`src/rtl/lkvt_pkg.sv`:
```
`default_nettype none

package lkvt_pkg;

	localparam int DEF_CAPACITY   = 16;
	localparam int DEF_KEY_BITS   = 32;
	localparam int DEF_VALUE_BITS = 32;

	localparam int ACTION_W = 3;
	localparam int STATUS_W = 2;
	localparam int TOTAL_W  = 5;

	localparam logic [ACTION_W-1:0] ACT_PEEK   = 3'd0;
	localparam logic [ACTION_W-1:0] ACT_ACCESS = 3'd1;
	localparam logic [ACTION_W-1:0] ACT_WRITE  = 3'd2;
	localparam logic [ACTION_W-1:0] ACT_DELETE = 3'd3;
	localparam logic [ACTION_W-1:0] ACT_CLEAR  = 3'd4;

	localparam logic [STATUS_W-1:0] ST_OK      = 2'd0;
	localparam logic [STATUS_W-1:0] ST_MISSING = 2'd1;
	localparam logic [STATUS_W-1:0] ST_FULL    = 2'd2;

	// per-word command broadcast to every cell
	typedef struct packed {
		logic del;   // delete of a present key: close the gap
		logic wr;    // write of a present key
		logic ins;   // append at the tail
	} lkvt_cmd_t;

endpackage

`default_nettype wire

```
`src/rtl/linear_key_value_table.sv`:
```
// Output: the result word of an accepted word is registered in the output register.
// Throughput: one word per cycle while req_stall is low; every cell compares its key in parallel and the
// delete shift moves all later cells down by one in the same edge.
// Reset: arst_n clears the fill count and the output valid; the cell contents
// are left as they are and only slots below the fill count are ever read.
`default_nettype none

module linear_key_value_table
	import lkvt_pkg::*;
#(
	parameter int CAPACITY   = DEF_CAPACITY,
	parameter int KEY_BITS   = DEF_KEY_BITS,
	parameter int VALUE_BITS = DEF_VALUE_BITS
) (
	input  wire logic                clk,
	input  wire logic                arst_n,
	input  wire logic                req_valid,
	output logic                     req_stall,
	input  wire logic [ACTION_W-1:0] action,
	input  wire logic signed [31:0]  key,
	input  wire logic signed [31:0]  value,
	output logic                     rsp_valid,
	input  wire logic                rsp_stall,
	output logic signed [31:0]       read_value,
	output logic                     was_found,
	output logic [STATUS_W-1:0]      status,
	output logic [TOTAL_W-1:0]       entry_total
);

	localparam int CNT_W = $clog2(CAPACITY + 1);

	logic                          accept;
	logic signed [KEY_BITS-1:0]    k;
	logic signed [VALUE_BITS-1:0]  v;
	logic [CNT_W-1:0]              count_q;
	logic                          full;
	logic                          found;
	logic                          is_peek, is_acc, is_wr, is_del, is_clr;
	logic                          do_ins;
	lkvt_cmd_t                     cmd;
	logic [VALUE_BITS-1:0]         ins_val;
	logic signed [VALUE_BITS-1:0]  rv;
	logic [STATUS_W-1:0]           st;
	logic [CNT_W-1:0]              count_nxt;

	logic [CAPACITY-1:0]           hit;
	logic [CAPACITY:0]             seen;
	logic [VALUE_BITS-1:0]         rd   [CAPACITY+1];
	logic [KEY_BITS-1:0]           ckey [CAPACITY];
	logic [VALUE_BITS-1:0]         cval [CAPACITY];

	assign req_stall = rsp_valid && rsp_stall;
	assign accept    = req_valid && !req_stall;

	assign k = KEY_BITS'(key);
	assign v = VALUE_BITS'(value);

	assign is_peek = (action == ACT_PEEK) || (action > ACT_CLEAR);
	assign is_acc  = (action == ACT_ACCESS);
	assign is_wr   = (action == ACT_WRITE);
	assign is_del  = (action == ACT_DELETE);
	assign is_clr  = (action == ACT_CLEAR);

	assign full   = (count_q >= CNT_W'(CAPACITY));
	assign found  = seen[CAPACITY];
	assign do_ins = accept && (is_acc || is_wr) && !found && !full;

	assign cmd.del = accept && is_del && found;
	assign cmd.wr  = accept && is_wr && found;
	assign cmd.ins = do_ins;
	assign ins_val = is_wr ? v : '0;

	assign seen[0] = 1'b0;
	assign rd[0]   = '0;

	for (genvar i = 0; i < CAPACITY; i++) begin : g_cell
		logic [KEY_BITS-1:0]   nk;
		logic [VALUE_BITS-1:0] nv;

		if (i == CAPACITY - 1) begin : g_last
			assign nk = ckey[i];
			assign nv = cval[i];
		end else begin : g_mid
			assign nk = ckey[i+1];
			assign nv = cval[i+1];
		end

		lkvt_cell #(
			.KEY_BITS  (KEY_BITS),
			.VALUE_BITS(VALUE_BITS)
		) u_cell (
			.clk     (clk),
			.cmd     (cmd),
			.req_key (k),
			.req_val (ins_val),
			.occupied(count_q > CNT_W'(i)),
			.tail    (count_q == CNT_W'(i)),
			.nxt_key (nk),
			.nxt_val (nv),
			.seen_in (seen[i]),
			.rd_in   (rd[i]),
			.hit     (hit[i]),
			.seen_out(seen[i+1]),
			.rd_out  (rd[i+1]),
			.key_q   (ckey[i]),
			.val_q   (cval[i])
		);
	end

	always_comb begin
		rv        = '0;
		st        = ST_OK;
		count_nxt = count_q;
		if (is_peek) begin
			rv = found ? rd[CAPACITY] : '0;
		end else if (is_acc || is_wr) begin
			if (found) begin
				rv = is_wr ? v : rd[CAPACITY];
			end else if (full) begin
				st = ST_FULL;
			end else begin
				rv        = ins_val;
				count_nxt = count_q + CNT_W'(1);
			end
		end else if (is_del) begin
			if (found) begin
				count_nxt = count_q - CNT_W'(1);
			end else begin
				st = ST_MISSING;
			end
		end else if (is_clr) begin
			count_nxt = '0;
		end
	end

	always_ff @(posedge clk or negedge arst_n) begin
		if (!arst_n) begin
			count_q   <= '0;
			rsp_valid <= 1'b0;
		end else begin
			if (accept) begin
				count_q   <= count_nxt;
				rsp_valid <= 1'b1;
			end else if (!rsp_stall) begin
				rsp_valid <= 1'b0;
			end
		end
	end

	always_ff @(posedge clk) begin
		if (accept) begin
			read_value  <= 32'(rv);
			was_found   <= found;
			status      <= st;
			entry_total <= TOTAL_W'(count_nxt);
		end
	end

	// keys in occupied cells are unique
	a_one_hit: assert property (@(posedge clk) disable iff (!arst_n)
		$onehot0(hit))
		else $error("more than one cell matched the key");

	a_count_cap: assert property (@(posedge clk) disable iff (!arst_n)
		count_q <= CNT_W'(CAPACITY))
		else $error("fill count beyond capacity");

	a_full_status: assert property (@(posedge clk) disable iff (!arst_n)
		rsp_valid && (status == ST_FULL) |-> count_q == CNT_W'(CAPACITY))
		else $error("full reported while table has room");

	a_del_shrinks: assert property (@(posedge clk) disable iff (!arst_n)
		cmd.del |=> count_q == $past(count_q) - CNT_W'(1))
		else $error("delete did not shrink the table");

endmodule

`default_nettype wire

```
`src/rtl/lkvt_cell.sv`:
```
`default_nettype none

module lkvt_cell
	import lkvt_pkg::*;
#(
	parameter int KEY_BITS   = DEF_KEY_BITS,
	parameter int VALUE_BITS = DEF_VALUE_BITS
) (
	input  wire logic                  clk,
	input  wire lkvt_cmd_t             cmd,
	input  wire logic [KEY_BITS-1:0]   req_key,
	input  wire logic [VALUE_BITS-1:0] req_val,
	input  wire logic                  occupied,
	input  wire logic                  tail,
	input  wire logic [KEY_BITS-1:0]   nxt_key,
	input  wire logic [VALUE_BITS-1:0] nxt_val,
	input  wire logic                  seen_in,
	input  wire logic [VALUE_BITS-1:0] rd_in,
	output logic                       hit,
	output logic                       seen_out,
	output logic [VALUE_BITS-1:0]      rd_out,
	output logic [KEY_BITS-1:0]        key_q,
	output logic [VALUE_BITS-1:0]      val_q
);

	assign hit      = occupied && (key_q == req_key);
	assign seen_out = seen_in | hit;
	assign rd_out   = rd_in | (hit ? val_q : '0);

	// payload only; occupancy comes from the fill count
	always_ff @(posedge clk) begin
		if (cmd.del && seen_out) begin
			key_q <= nxt_key;
			val_q <= nxt_val;
		end else if (cmd.wr && hit) begin
			val_q <= req_val;
		end else if (cmd.ins && tail) begin
			key_q <= req_key;
			val_q <= req_val;
		end
	end

endmodule

`default_nettype wire

```
`config.mk`:
```
export PLATFORM = sky130hd
export DESIGN_NAME = linear_key_value_table
export DESIGN_NICKNAME = d
export VERILOG_FILES = /design/src/rtl/lkvt_pkg.sv /design/src/rtl/linear_key_value_table.sv /design/src/rtl/lkvt_cell.sv
export SDC_FILE = /design/constraint.sdc
export NUM_CORES = 2
export LEC_CHECK = 0
export BUFFER_PORTS_ARGS = -buffer_cell sky130_fd_sc_hd__buf_4
export CAP_MARGIN = 20
export CORE_MARGIN = 2
export CORE_UTILIZATION = 57
export CTS_CLUSTER_DIAMETER = 30
export CTS_CLUSTER_SIZE = 12
export DETAILED_ROUTE_END_ITERATION = 8
export PLACE_DENSITY = 0.85
export SLEW_MARGIN = 20
export SYNTH_ARGS = -nofsm -noshare
export SYNTH_HDL_FRONTEND = slang
export SYNTH_SLANG_ARGS = --single-unit
export TNS_END_PERCENT = 100
```
`constraint.sdc`:
```
create_clock -name clk -period 5.45 [get_ports clk]
set_input_delay 0.8175 -clock clk [delete_from_list [all_inputs] [get_ports clk]]
set_output_delay 0.8175 -clock clk [all_outputs]
set_load 0.1 [all_outputs]
```
==> run summary <==
The flow ran to the end, but the final reports show violations. The final reports fail on DRC. Port buffering added 112 buffers. After clock tree synthesis, the clock-pin slew on the worst setup and hold paths is 50 ps. Traced cell by cell, the critical path runs through nor2_1 > o21ai_0 > nand3_1 > nor4_1 > and3_2 > nand4bb_1 > buf_4 > nor4_4 > a31oi_4 > buf_4 > buf_4 > nand2_1 > nand2_1. After detailed routing, the number of vias per cell comes to 6.830.

The share of synthesized area spent on multiplexers works out to 0.1028. The tools report the capture point of the critical path as g_cell[13].u_cell.val_q[11]$_DFFE_PP_. Setup violations remaining at the end of the flow were counted as 0. The number of max-cap violations is 0, and the area of the core region is 0.09180 mm2. The initial antenna violation count came out at 3. TritonCTS built the clock tree.

The primary flip-flop cell chosen by synthesis mapping is sky130_fd_sc_hd__edfxtp_1. The tools report the critical path capture point type as a flop. The longest clock path from root to sink contains 3 buffers. The clock latency at the later pin of the worst-skew pair was 810 ps. The global route total overflow came out at 0. The class of the most critical setup path is flop to flop. The total power of the final layout is 23190 uW. Counting flops and latches in the post-synthesis netlist gives 1070. Sorting the synthesized cells by area gives the leading types as sky130_fd_sc_hd__edfxtp_1 (60%), sky130_fd_sc_hd__mux2_2 (9.2%), sky130_fd_sc_hd__nand2_1 (7.2%), sky130_fd_sc_hd__xor2_1 (7.1%), sky130_fd_sc_hd__a22oi_1 (2.4%). After synthesis, the most frequently instantiated cells are sky130_fd_sc_hd__edfxtp_1 (1064), sky130_fd_sc_hd__nand2_1 (1017), sky130_fd_sc_hd__mux2_2 (430), sky130_fd_sc_hd__xor2_1 (427), sky130_fd_sc_hd__a22oi_1 (170).

Yosys mapped the design onto 66 distinct sky130hd cell types. The detail-routed net length per standard cell came out at 30.01 um. The multi-input combinational cells in the finished layout cover a total of 0.01910 mm2.

Routability-driven placement finished with a final weighted congestion of 0.9512. The tools report the synthesis warning total as 0. The area added between synthesis and finish was 17.16%; the pin slew with the least headroom to its limit was 1050 ps. In this run the critical register-to-register path is captured at g_cell[13].u_cell.val_q[11]$_DFFE_PP_. Synthesis produced a netlist whose cell count is 4204. The run gives 9 as the iteration count of the initial detailed-routing pass.

The worst setup path is launched from a flop. The synthesized-area fraction occupied by adder cells came out at 0.001420. The tools report the register area share after synthesis as 0.6072. The number of placed cells counting well taps was 5371. The run gives 0.5466 as the met2 layer usage reported by global route.

The floorplan has 111 rows. The run gives 0 as the final-report hold violation count. For this run, design rule violations remaining after detail routing come to 24.

The final net count was 4394; the stage delay of the slowest cell on the critical path was 690 ps. The level count of the clock H-tree came out at 4. CTS saw 1070 sinks. The number of fillers in the final layout was 5548; the horizontal die dimension was 308.6 um.

The floorplan step defined a die boundary enclosing 0.09521 mm2. For this design, the slowest cell found on the critical path is sky130_fd_sc_hd__nor2_1. After synthesis, the largest family of logic cells by area is simple AND/OR/NAND/NOR gates. The final critical-path required period works out to 4924 ps. Between clock sinks in the finished design, the worst skew comes to 40.93 ps.

For this block, the routed nets add up to 171600 um of wire. 113 I/O pins were placed. The leakage power summed over all cells is 0.02365 uW.

Peak-usage layer in the global routing report: met2. Of all cell types, the one taking the most synthesized area is sky130_fd_sc_hd__edfxtp_1. The synthesized cell area is 0.05287 mm2, and the period utilization is 0.9035.

The first global-routing pass estimated 250700 um of wire. For the count of non-filler cells in the finished layout, the log shows 5719. The cell count of the worst reg-to-reg path came out at 13. The share of flip-flops with an asynchronous set or reset after synthesis is 0.005607, and the xor-xnor portion of the synthesized cell area is 0.08498. The number of setup buffers added after CTS is 0.

Total CTS buffers: 184. The fraction of layout cells with a size suffix above 1 is 0.2371. STA puts the critical path data required time at 5950 ps.

The synthesized-area fraction occupied by ao, oa, aoi and oai cells was 0.05772. The origin of the worst min-delay path is req_valid. The top cell type's share of synthesized area is 0.6043. Class of the most critical hold timing path: input pin to flop.

The height of the chip was 308.6 um. For the worst setup path, the data arrival time is 5420 ps. Fmax: 203.1 MHz.

The total via count after detailed routing was 39060; the remaining antenna violation count after routing was 0. Met3 global-route usage: 0.1407. By instance count, the cell type seen most on the critical path is sky130_fd_sc_hd__buf_4.

In the post-synthesis netlist, the cell with the most instances is sky130_fd_sc_hd__edfxtp_1. Sequential cell area: 0.03210 mm2. The worst register-to-register path begins at count_q[3]$_DFFE_PN0P_.

Of all nets on the critical path, the largest fanout is 33. Tracing the worst setup path back leads to its startpoint at count_q[3]$_DFFE_PN0P_. Once detailed placement completed, the half-perimeter wirelength came to 97930 um. The logs give 0 for the final count of pins violating max slew and 530 ps for the reg-to-reg setup timing slack. Synthesis produced a netlist with a net count of 4281. After synthesis, the mean cell area works out to 12.58 um2. The post-synthesis simple-gate area fraction was 0.1098. Yosys mapped a number of flops with a built-in enable equal to 1064.

The starting utilization of the core area is 0.5759, and the initial detailed-routing violation count is 6610. Entering global routing, the biggest net connects 65 pins. The run gives 0.2938 as the remaining max-slew budget at the tightest pin. Dividing total power by cell area gives a power density of 374.4 mW/mm2.

The run gives 40280 as the number of global-route vias before repair. Setup repair after global routing left no endpoint under its margin. The run gives 0.4049 as the met1 track demand over resource in global routing. The tree is rooted in a sky130_fd_sc_hd__clkbuf_16. The aggregate global-route resource usage was 0.3575; the worst ir drop on vdd was 0.2833 mV.
==> worst min-delay path by stage <==
| stage | slack (ps) | cells past startpoint | end |
|---|---|---|---|
| final | 240 | 2 | rsp_valid$_DFFE_PN0P_ |
| after global routing | 240 | 2 | rsp_valid$_DFFE_PN0P_ |
| after CTS | 230 | 2 | rsp_valid$_DFFE_PN0P_ |
| after detailed placement | 520 | 2 | rsp_valid$_DFFE_PN0P_ |
| after global placement | 520 | 2 | rsp_valid$_DFFE_PN0P_ |
| after floorplan | 520 | 0 | count_q[0]$_DFFE_PN0P_ |
==> area by class of cell <==
cell class                 count  area share
sequential                  1070      0.5183
multi-input combinational   2751      0.3083
clock buffer                 200     0.07616
timing repair buffer         266     0.03915
clock inverter               143     0.03026
tap                         1243     0.02511
inverter                      44    0.002666
antenna                        2  0.00008080
==> layout by cell type (no fill, tap or decap), types with 17 or more instances in the layout <==
cell | netlist | final
sky130_fd_sc_hd__a22o_1 | 44 | 44
sky130_fd_sc_hd__xnor2_1 | 86 | 86
sky130_fd_sc_hd__a22oi_1 | 170 | 170
sky130_fd_sc_hd__mux2_2 | 430 | 430
sky130_fd_sc_hd__nor3_1 | 23 | 21
sky130_fd_sc_hd__buf_12 | 0 | 34
sky130_fd_sc_hd__clkinvlp_4 | 0 | 19
sky130_fd_sc_hd__clkinv_4 | 0 | 19
sky130_fd_sc_hd__a221oi_1 | 43 | 43
sky130_fd_sc_hd__edfxtp_1 | 1064 | 1064
sky130_fd_sc_hd__buf_4 | 66 | 230
sky130_fd_sc_hd__inv_6 | 0 | 18
sky130_fd_sc_hd__o21ai_0 | 76 | 74
sky130_fd_sc_hd__nor2_1 | 35 | 29
sky130_fd_sc_hd__nor4_1 | 108 | 106
sky130_fd_sc_hd__nand4_1 | 63 | 63
sky130_fd_sc_hd__mux2_1 | 50 | 50
sky130_fd_sc_hd__nand2_1 | 1017 | 1016
sky130_fd_sc_hd__clkinv_1 | 0 | 23
sky130_fd_sc_hd__clkinv_2 | 0 | 17
sky130_fd_sc_hd__inv_1 | 43 | 42
sky130_fd_sc_hd__clkbuf_16 | 0 | 186
sky130_fd_sc_hd__nand3_1 | 56 | 55
sky130_fd_sc_hd__bufinv_16 | 0 | 34
sky130_fd_sc_hd__xor2_1 | 427 | 427
==> flip-flops by register name (all words and copies together), names as in the netlist <==
name,count
was_found,1
rsp_valid,1
read_value,32
status,2
g_cell.u_cell.val_q,512
count_q,5
entry_total,5
g_cell.u_cell.key_q,512
==> stage by stage <==
stage,cell area [um2],util,TNS [ps],setup WS [ps],hold slack [ps]
after global routing,61930,0.6747,0,438.5,238.3
after global placement,55320,0.6026,0,639.5,518.1
after floorplan,52870,-,-25770,-403.4,516.8
after detailed placement,55320,0.6026,0,512.1,523.8
final,61940,0.6747,0,526.0,241.5
after CTS,61920,0.6745,0,634.2,225.3
==> cells by family after synthesis <==
kind of cell | after synthesis
buf+inv | 383
xor+xnor | 513
flops | 1070
simple gates | 1343
mux | 483
fa+ha+maj | 6
compound gates | 406
==> critical path, delay by kind of cell, from the launching register on <==
kind / cells / cell delay, ps
buffers and inverters: 3 / 970
flip-flops: 1 / 610
AND/OR/NAND/NOR: 8 / 2450
AO/OA/AOI/OAI: 2 / 580
==> per-layer routing <==
metal | wire (um) | vias to the layer above
met5 | 37 | -
met4 | 16880 | 4
met3 | 26060 | 1320
met2 | 75390 | 3725
met1 | 53260 | 18480
li1 | - | 15540
==> power by group <==
part / switching (uW) / internal (uW) / total [uW]
sequential: 110 / 9150 / 9260
combinational: 1090 / 479 / 1570
clock: 4420 / 7950 / 12400
total: 5620 / 17600 / 23200
==> what timing repair did <==
item | in CTS | in global routing
endpoints found under the hold margin | 6 | 0
resized for setup | 0 | 0
hold buffers | 1 | 0
No activity file was read; power rests on OpenSTA's default activity.
